File: src/rtl/lqc_pkg.sv
`timescale 1ns / 1ps
// ----------------------------------------------------------------------------
// Linear queue with cancel: shared definitions
// Request and result formats, status codes and the microcode store that
// sequences the queue datapath.
// ----------------------------------------------------------------------------
package lqc_pkg;

    localparam int DEPTH     = 8;
    localparam int KEY_WIDTH = 32;
    localparam int IDX_W     = $clog2(DEPTH);
    localparam int UPC_W     = 5;

    typedef logic [KEY_WIDTH-1:0] key_t;
    typedef logic [IDX_W-1:0]     idx_t;
    typedef logic [UPC_W-1:0]     upc_t;

    typedef enum logic [1:0] {
        OP_PUSH   = 2'd0,
        OP_POP    = 2'd1,
        OP_CANCEL = 2'd2,
        OP_DUMP   = 2'd3
    } opcode_t;

    typedef enum logic [1:0] {
        ST_OK        = 2'd0,
        ST_FULL      = 2'd1,
        ST_EMPTY     = 2'd2,
        ST_NOT_FOUND = 2'd3
    } status_t;

    typedef struct packed {
        opcode_t     opcode;
        logic [31:0] ticket_key;
    } cmd_t;

    typedef struct packed {
        status_t     status;
        logic [31:0] out_key;
        logic        last;
    } result_t;

    // Datapath actions of one microcode step.
    typedef enum logic [2:0] {
        ACT_NOP,
        ACT_PUSH_FIRST,
        ACT_PUSH_TAIL,
        ACT_POP,
        ACT_SET_I,
        ACT_INC_I,
        ACT_SHIFT,
        ACT_CANCEL_FIN
    } act_t;

    // Jump conditions; a false condition falls through or finishes.
    typedef enum logic [2:0] {
        C_NEVER,
        C_ALWAYS,
        C_EMPTY,
        C_TAIL_LAST,
        C_MATCH,
        C_AT_TAIL,
        C_NOT_AT_TAIL
    } cond_t;

    typedef struct packed {
        act_t    act;
        cond_t   cond;
        upc_t    target;
        logic    fin;
        logic    emit;
        status_t status;
        logic    key_from_store;
        logic    last_at_tail;
        logic    rd_next;
    } uword_t;

    // Entry points of the four routines.
    localparam upc_t UA_PUSH   = 5'd0;
    localparam upc_t UA_POP    = 5'd5;
    localparam upc_t UA_CANCEL = 5'd7;
    localparam upc_t UA_DUMP   = 5'd15;

    // Shared tails and loop heads.
    localparam upc_t UA_PUSH_FIRST = 5'd3;
    localparam upc_t UA_PUSH_FULL  = 5'd4;
    localparam upc_t UA_SEARCH     = 5'd9;
    localparam upc_t UA_SHIFT      = 5'd12;
    localparam upc_t UA_CANCEL_FIN = 5'd14;
    localparam upc_t UA_DUMP_LOOP  = 5'd17;
    localparam upc_t UA_NOT_FOUND  = 5'd18;
    localparam upc_t UA_EMPTY      = 5'd19;

    function automatic uword_t uw(
        input act_t    act,
        input cond_t   cond,
        input upc_t    target,
        input logic    fin,
        input logic    emit,
        input status_t status,
        input logic    key_from_store,
        input logic    last_at_tail,
        input logic    rd_next
    );
        uword_t w;
        w.act            = act;
        w.cond           = cond;
        w.target         = target;
        w.fin            = fin;
        w.emit           = emit;
        w.status         = status;
        w.key_from_store = key_from_store;
        w.last_at_tail   = last_at_tail;
        w.rd_next        = rd_next;
        return w;
    endfunction

    function automatic uword_t ucode_rom(input upc_t pc);
        uword_t w;
        unique case (pc)
            // push
            5'd0:  w = uw(ACT_NOP, C_EMPTY, UA_PUSH_FIRST, 1'b0, 1'b0, ST_OK, 1'b0, 1'b0, 1'b0);
            5'd1:  w = uw(ACT_NOP, C_TAIL_LAST, UA_PUSH_FULL, 1'b0, 1'b0, ST_OK, 1'b0, 1'b0,
                          1'b0);
            5'd2:  w = uw(ACT_PUSH_TAIL, C_NEVER, UA_PUSH, 1'b1, 1'b1, ST_OK, 1'b0, 1'b0, 1'b0);
            5'd3:  w = uw(ACT_PUSH_FIRST, C_NEVER, UA_PUSH, 1'b1, 1'b1, ST_OK, 1'b0, 1'b0,
                          1'b0);
            5'd4:  w = uw(ACT_NOP, C_NEVER, UA_PUSH, 1'b1, 1'b1, ST_FULL, 1'b0, 1'b0, 1'b0);
            // pop
            5'd5:  w = uw(ACT_SET_I, C_EMPTY, UA_EMPTY, 1'b0, 1'b0, ST_OK, 1'b0, 1'b0, 1'b0);
            5'd6:  w = uw(ACT_POP, C_NEVER, UA_PUSH, 1'b1, 1'b1, ST_OK, 1'b1, 1'b0, 1'b0);
            // cancel
            5'd7:  w = uw(ACT_NOP, C_EMPTY, UA_EMPTY, 1'b0, 1'b0, ST_OK, 1'b0, 1'b0, 1'b0);
            5'd8:  w = uw(ACT_SET_I, C_NEVER, UA_PUSH, 1'b0, 1'b0, ST_OK, 1'b0, 1'b0, 1'b0);
            5'd9:  w = uw(ACT_NOP, C_MATCH, UA_SHIFT, 1'b0, 1'b0, ST_OK, 1'b0, 1'b0, 1'b0);
            5'd10: w = uw(ACT_NOP, C_AT_TAIL, UA_NOT_FOUND, 1'b0, 1'b0, ST_OK, 1'b0, 1'b0,
                          1'b0);
            5'd11: w = uw(ACT_INC_I, C_ALWAYS, UA_SEARCH, 1'b0, 1'b0, ST_OK, 1'b0, 1'b0, 1'b0);
            5'd12: w = uw(ACT_NOP, C_AT_TAIL, UA_CANCEL_FIN, 1'b0, 1'b0, ST_OK, 1'b0, 1'b0,
                          1'b0);
            5'd13: w = uw(ACT_SHIFT, C_ALWAYS, UA_SHIFT, 1'b0, 1'b0, ST_OK, 1'b0, 1'b0, 1'b1);
            5'd14: w = uw(ACT_CANCEL_FIN, C_NEVER, UA_PUSH, 1'b1, 1'b1, ST_OK, 1'b0, 1'b0,
                          1'b0);
            // dump
            5'd15: w = uw(ACT_NOP, C_EMPTY, UA_EMPTY, 1'b0, 1'b0, ST_OK, 1'b0, 1'b0, 1'b0);
            5'd16: w = uw(ACT_SET_I, C_NEVER, UA_PUSH, 1'b0, 1'b0, ST_OK, 1'b0, 1'b0, 1'b0);
            5'd17: w = uw(ACT_INC_I, C_NOT_AT_TAIL, UA_DUMP_LOOP, 1'b1, 1'b1, ST_OK, 1'b1,
                          1'b1, 1'b0);
            // shared endings
            5'd18: w = uw(ACT_NOP, C_NEVER, UA_PUSH, 1'b1, 1'b1, ST_NOT_FOUND, 1'b0, 1'b0,
                          1'b0);
            5'd19: w = uw(ACT_NOP, C_NEVER, UA_PUSH, 1'b1, 1'b1, ST_EMPTY, 1'b0, 1'b0, 1'b0);
            default: w = uw(ACT_NOP, C_NEVER, UA_PUSH, 1'b1, 1'b0, ST_OK, 1'b0, 1'b0, 1'b0);
        endcase
        return w;
    endfunction

endpackage

File: src/rtl/linear_queue_with_cancel_core.sv
`timescale 1ns / 1ps
// ----------------------------------------------------------------------------
// Linear queue with cancel
// Eight-slot linear queue of ticket keys with push, pop, cancel by key and
// dump, sequenced by a small microcode store over a one-read-port datapath.
// ----------------------------------------------------------------------------
// Busy stays high until the final result is registered, so one request is in
// work at a time; the microcode step counter and the single store read port
// set the pace. Dump strobes one result per cycle; the receiver cannot stall.
// Reset clears the indices and marks the queue empty; key slots are not cleared.
module linear_queue_with_cancel_core (
    input  logic           clk,
    input  logic           rst_n,
    input  logic           start,
    input  lqc_pkg::cmd_t  cmd,
    output logic           busy,
    output logic           result_valid,
    output lqc_pkg::result_t result
);
    import lqc_pkg::*;

    key_t    key_store_reg [DEPTH];

    logic    run_reg,   run_next;
    upc_t    pc_reg,    pc_next;
    idx_t    head_reg,  head_next;
    idx_t    tail_reg,  tail_next;
    idx_t    i_reg,     i_next;
    logic    empty_reg, empty_next;
    key_t    key_reg,   key_next;
    logic    result_valid_reg, result_valid_next;
    result_t result_reg,       result_next;

    uword_t  uword;
    idx_t    rd_addr;
    key_t    rd_data;
    logic    at_tail;
    logic    cond_true;
    logic    wr_en;
    idx_t    wr_addr;
    key_t    wr_data;

    always_comb
    begin
        uword   = ucode_rom(pc_reg);
        rd_addr = uword.rd_next ? idx_t'(i_reg + 1'b1) : i_reg;
        rd_data = key_store_reg[rd_addr];
        at_tail = (i_reg == tail_reg);

        case (uword.cond)
            C_ALWAYS:      cond_true = 1'b1;
            C_EMPTY:       cond_true = empty_reg;
            C_TAIL_LAST:   cond_true = (tail_reg == idx_t'(DEPTH - 1));
            C_MATCH:       cond_true = (rd_data == key_reg);
            C_AT_TAIL:     cond_true = at_tail;
            C_NOT_AT_TAIL: cond_true = !at_tail;
            default:       cond_true = 1'b0;
        endcase

        run_next          = run_reg;
        pc_next           = pc_reg;
        head_next         = head_reg;
        tail_next         = tail_reg;
        i_next            = i_reg;
        empty_next        = empty_reg;
        key_next          = key_reg;
        result_valid_next = 1'b0;
        result_next       = result_reg;
        wr_en             = 1'b0;
        wr_addr           = i_reg;
        wr_data           = key_reg;

        if (!run_reg)
        begin
            if (start)
            begin
                run_next = 1'b1;
                key_next = key_t'(cmd.ticket_key);
                unique case (cmd.opcode)
                    OP_PUSH:   pc_next = UA_PUSH;
                    OP_POP:    pc_next = UA_POP;
                    OP_CANCEL: pc_next = UA_CANCEL;
                    OP_DUMP:   pc_next = UA_DUMP;
                    default:   pc_next = UA_PUSH;
                endcase
            end
        end
        else
        begin
            case (uword.act)
                ACT_PUSH_FIRST:
                begin
                    wr_en      = 1'b1;
                    wr_addr    = '0;
                    head_next  = '0;
                    tail_next  = '0;
                    empty_next = 1'b0;
                end
                ACT_PUSH_TAIL:
                begin
                    wr_en     = 1'b1;
                    wr_addr   = idx_t'(tail_reg + 1'b1);
                    tail_next = idx_t'(tail_reg + 1'b1);
                end
                ACT_POP:
                begin
                    if (head_reg >= tail_reg)
                    begin
                        head_next  = '0;
                        tail_next  = '0;
                        empty_next = 1'b1;
                    end
                    else
                    begin
                        head_next = idx_t'(head_reg + 1'b1);
                    end
                end
                ACT_SET_I:
                begin
                    i_next = head_reg;
                end
                ACT_INC_I:
                begin
                    i_next = idx_t'(i_reg + 1'b1);
                end
                ACT_SHIFT:
                begin
                    wr_en   = 1'b1;
                    wr_addr = i_reg;
                    wr_data = rd_data;
                    i_next  = idx_t'(i_reg + 1'b1);
                end
                ACT_CANCEL_FIN:
                begin
                    if (tail_reg <= head_reg)
                    begin
                        head_next  = '0;
                        tail_next  = '0;
                        empty_next = 1'b1;
                    end
                    else
                    begin
                        tail_next = idx_t'(tail_reg - 1'b1);
                    end
                end
                default:
                begin
                end
            endcase

            if (uword.emit)
            begin
                result_valid_next   = 1'b1;
                result_next.status  = uword.status;
                result_next.out_key = uword.key_from_store ? 32'(rd_data) : 32'd0;
                result_next.last    = uword.last_at_tail ? at_tail : 1'b1;
            end

            // A taken jump wins; otherwise the word either ends the request or falls through.
            if (cond_true)
            begin
                pc_next = uword.target;
            end
            else if (uword.fin)
            begin
                run_next = 1'b0;
            end
            else
            begin
                pc_next = upc_t'(pc_reg + 1'b1);
            end
        end
    end

    always_ff @(posedge clk or negedge rst_n)
    begin
        if (!rst_n)
        begin
            run_reg          <= 1'b0;
            pc_reg           <= UA_PUSH;
            head_reg         <= '0;
            tail_reg         <= '0;
            i_reg            <= '0;
            empty_reg        <= 1'b1;
            result_valid_reg <= 1'b0;
        end
        else
        begin
            run_reg          <= run_next;
            pc_reg           <= pc_next;
            head_reg         <= head_next;
            tail_reg         <= tail_next;
            i_reg            <= i_next;
            empty_reg        <= empty_next;
            result_valid_reg <= result_valid_next;
        end
    end

    always_ff @(posedge clk)
    begin
        key_reg    <= key_next;
        result_reg <= result_next;
        if (wr_en)
        begin
            key_store_reg[wr_addr] <= wr_data;
        end
    end

    assign busy         = run_reg;
    assign result_valid = result_valid_reg;
    assign result       = result_reg;

`ifndef SYNTHESIS
    a_result_from_request: assert property (@(posedge clk) disable iff (!rst_n)
        result_valid |-> $past(busy))
        else $error("result strobed with no request in work");

    a_start_takes: assert property (@(posedge clk) disable iff (!rst_n)
        (start && !busy) |=> busy)
        else $error("accepted request did not raise busy");

    a_empty_indices: assert property (@(posedge clk) disable iff (!rst_n)
        empty_reg |-> (head_reg == '0 && tail_reg == '0))
        else $error("empty queue with indices away from slot zero");

    a_head_not_past_tail: assert property (@(posedge clk) disable iff (!rst_n)
        !empty_reg |-> (head_reg <= tail_reg))
        else $error("head index passed tail index");
`endif

endmodule
File: config.mk
export PLATFORM = sky130hd
export DESIGN_NAME = linear_queue_with_cancel_core
export DESIGN_NICKNAME = d
export VERILOG_FILES = /design/src/rtl/lqc_pkg.sv /design/src/rtl/linear_queue_with_cancel_core.sv
export SDC_FILE = /design/constraint.sdc
export NUM_CORES = 1
export LEC_CHECK = 0
export ABC_CLOCK_PERIOD_IN_PS = 4900
export BUFFER_PORTS_ARGS = -buffer_cell sky130_fd_sc_hd__buf_2
export CAP_MARGIN = 20
export CORE_ASPECT_RATIO = 1.25
export CORE_UTILIZATION = 45
export DETAILED_ROUTE_END_ITERATION = 6
export GPL_TIMING_DRIVEN = 0
export SLEW_MARGIN = 30
export SYNTH_ARGS = -nofsm -noshare
export SYNTH_HDL_FRONTEND = slang
export SYNTH_SLANG_ARGS = --single-unit
File: constraint.sdc
create_clock -name clk -period 4.9 [get_ports clk]
set_clock_uncertainty 0.2 [all_clocks]
set_input_delay 0.245 -clock clk [delete_from_list [all_inputs] [get_ports clk]]
set_output_delay 0.245 -clock clk [all_outputs]
set_load 0.03 [all_outputs]
==> reports/summary.txt <==
GRT Overall Usage = 0.2870
worst hold path class = in2async
WS Path Type = reg2reg
met1 Use GR = 0.3717
Final period util = 0.9888
cell count after synthesis = 1316
WL per Instance = 27.63 um
Num CTS Buffers = 37
gp weighted congestion = 0.8965
# setup viols final = 0
clk_lat worst skew = 0.55 ns
VDD IR max = 0.2737 mV
Switching Share = 0.3855
Layout area overhead = 19.23%
largest family of logic cells by synthesized area = multiplexers
crit-path cells = inv_2 -> ha_4 -> and4b_1 -> buf_6 -> mux4_2 -> a211oi_1 -> o211ai_1 -> or4_4 -> a2111oi_4 -> nand4_4 -> o21ai_4 -> o211ai_1 -> a22o_1
deepest clock path buffer count = 3
clock share of power = 0.229
Via Count = 12588
number of flops mapped to enable cells by yosys = 323
R2R Path Start = pc_reg[1]$_DFFE_PN0P_
Power Internal = 7.495 mW
most used cell, CP = o211ai_1
CTS clk-pin slew, worst paths = 0.06 ns
status = completed
CTS tree = yes
Design Power = 12.20 mW
sequential share of the synthesized area = 0.5802
max reg flops = 256
Yosys top cell by area = edfxtp_1
post-synthesis compound-gate area fraction = 0.09291
Total Nets Final = 1549
CP max stage delay = 0.59 ns
post-synthesis mux area share = 0.1691
Reg2Reg Setup Slack = 0.06 ns
initial antenna violation count = 1
Slew @ Worst Pin = 1.083 ns
Critical-path top delay cell = or4_4
DRC = 0
Unique masters post-synth = 77
initial DRC count = 1413
port bufs = 73
relative slew slack = 0.2779
largest net degree at the start of global routing = 18
GRT Max-Usage Layer = met2
Cell Pwr Density = 586.2 nW/um^2
CTS Sinks = 340
Final min period = 4.845 ns
share of layout cells above drive strength 1 = 0.2173
Post-Route WL = 55670 um
P_leak = 7.034 nW
multi-input logic area = 6905 sq um
count leader, synth = edfxtp_1
r2r endpoint = pc_reg[3]$_DFFE_PN0P_
top cell type's share of synthesized area = 0.5557
Initial Util = 0.4564
Synth Area in XOR/XNOR = 0.01807
Final Hold Vio Count = 0
Net Count, Synth = 1368
vias in the first global route = 12569
synth top area cells = edfxtp_1, mux2i_1, mux4_2
post-synthesis simple-gate area fraction = 0.09585
Bufs and invs on worst path = 2
H-tree levels = 2
row count = 80
Flop pwr share = 0.344
Async S/R FF share, synth = 0.05000
sequential cell area = 10130 sq um
crit-path leading delay family = compound AO/OA/AOI/OAI gates
ys flop type = edfxtp_1
MaxCap Viol Count = 0
max-slew violations = 0
syn avg cell area = 13.26 sq um
flops & latches, synth = 340
Synth Cell Area = 17450 sq um
via/cell ratio = 6.247
die height = 222.2 um
most instantiated cells after synthesis = edfxtp_1, mux2i_1, nand2_1
Synth Area in Adders = 0.01075
sw power = 4.703 mW
CP Launch Type = register
synth warn = 0
Worst Path Required = 5.11 ns
Fin Setup TNS = 0 ns
core area = 38240 sq um
met2 usage = 0.4642
CTS Root Cell = clkbuf_16
Post-DP HPWL = 38450 um
I/O pin cnt = 74
Die W = 178.1 um
power share of the combinational group = 0.427
First-pass DRT Iterations = 5
maximum fanout along the worst path = 10
Worst R2R Path Depth = 13
total grt overflow = 0
antenna-violating nets left = 0
fill cell count = 3183
Die ar. = 39580 sq um
fmax = 206.4 MHz
n_diodes = 0
WP data arrival = 5.05 ns
Global Route met3 Usage = 0.04603
first-pass GRT wire length = 81500 um
Worst setup EP type = register
[worst reg2reg max path, stage by stage (launching register included)]
cell	delay, ns
dfrtp_2	0.46
inv_2	0.14
ha_4	0.19
and4b_1	0.33
buf_6	0.23
mux4_2	0.58
a211oi_1	0.36
o211ai_1	0.19
or4_4	0.59
a2111oi_4	0.49
nand4_4	0.23
o21ai_4	0.33
o211ai_1	0.15
a22o_1	0.26
[layout make-up]
cell class,instances,share of cell area
flip-flops and latches,340,0.4867
multi-input cells,865,0.3319
repair buffers,144,0.06271
clock buffers,44,0.04678
well taps,492,0.02958
plain buffers,86,0.02736
clock inverters,21,0.01082
inverters,23,0.004149
[how the worst max path moves through the flow]
stage / slack (ns) / depth (start not counted) / endpoint / startpoint
3_3_place_gp: -1.98 / 4 / result_valid$_DFF_PN0_ / pc_reg[2]$_DFFE_PN0P_
5_1_grt: -0.008 / 16 / pc_reg[2]$_DFFE_PN0P_ / pc_reg[1]$_DFFE_PN0P_
2_1_floorplan: 0.51 / 10 / key_store_reg[1][0]$_DFFE_PP_ / pc_reg[1]$_DFFE_PN0P_
6_report: 0.06 / 13 / pc_reg[3]$_DFFE_PN0P_ / pc_reg[1]$_DFFE_PN0P_
4_1_cts: 0.007 / 16 / pc_reg[2]$_DFFE_PN0P_ / pc_reg[1]$_DFFE_PN0P_
3_5_place_dp: -0.78 / 15 / pc_reg[2]$_DFFE_PN0P_ / pc_reg[1]$_DFFE_PN0P_
[per-layer routing]
layer / share of wire / vias to the layer above / wire length (um)
li1: - / 5470 / -
met4: 0.051 / 0 / 2859
met5: 0 / - / 0
met3: 0.085 / 181 / 4720
met2: 0.48 / 669 / 26620
met1: 0.39 / 6268 / 21470
[what timing repair did]
item | 4_1_cts | 5_1_grt
hold buffers | 38 | 0
pin swaps | 5 | 8
buffers inserted | 0 | 11
gates resized for setup | 22 | 36
endpoints found under the setup margin | 22 | 6
hold endpoints to repair | 53 | 0
[per-stage QoR]
| stage | cell area, sq um | std cells | hold slack (ns) | worst slack (ns) | util |
|---|---|---|---|---|---|
| after floorplan | 17450 | 1316 | -0.2506 | 0.5132 | - |
| final | 20810 | 2015 | 0.008345 | 0.05512 | 0.5442 |
| after detailed placement | 18980 | 1903 | 0.01871 | -0.7814 | 0.4963 |
| after CTS | 20630 | 2006 | 0.002092 | 0.006907 | 0.5395 |
| after global routing | 20810 | 2015 | 0.01942 | -0.007921 | 0.5442 |
| after global placement | 18430 | 1881 | 0.008415 | -1.979 | 0.4821 |
[kinds of logic after synthesis]
logic type                 count (synthesis)
AOI/OAI and AO/OA                        237
buffers and inverters                    111
adders and majority gates                 15
DFF                                      340
muxes                                    238
and+or+nand+nor                          339
xor gates and xnor gates                  36
[placed cells by master, fill, tap and decap left out, types with 12 or more instances in the layout]
| cell | Yosys | routed |
|---|---|---|
| edfxtp_1 | 323 | 323 |
| mux2i_1 | 179 | 177 |
| nand2_1 | 116 | 115 |
| buf_2 | 30 | 90 |
| nor2_1 | 77 | 69 |
| o21ai_0 | 61 | 56 |
| mux4_2 | 44 | 44 |
| a21oi_1 | 42 | 42 |
| a211oi_1 | 38 | 38 |
| clkbuf_16 | 0 | 38 |
| dlygate4sd3_1 | 0 | 38 |
| buf_4 | 19 | 32 |
| xnor2_1 | 24 | 24 |
| clkbuf_1 | 27 | 22 |
| and3_1 | 22 | 22 |
| nor3_1 | 22 | 21 |
| nor2b_1 | 20 | 20 |
| nand3_1 | 20 | 19 |
| inv_1 | 20 | 18 |
| buf_6 | 7 | 15 |
| mux2_2 | 15 | 15 |
| ha_1 | 15 | 14 |
| dfrtp_1 | 16 | 14 |
| buf_16 | 0 | 14 |
| or3_1 | 13 | 13 |
| xor2_1 | 12 | 12 |
[power by group through the flow]
| stage | Combinational, mW | Clock, mW | Sequential, mW |
|---|---|---|---|
| after CTS | 5.02 | 2.83 | 4.19 |
| after floorplan | 2.98 | 0 | 4.52 |
| after global placement | 4.63 | 0 | 4.28 |
| after detailed placement | 4.93 | 0 | 4.25 |
| final | 5.21 | 2.79 | 4.19 |
| after global routing | 5.51 | 2.93 | 4.24 |
No activity file was read; power rests on OpenSTA's default activity.
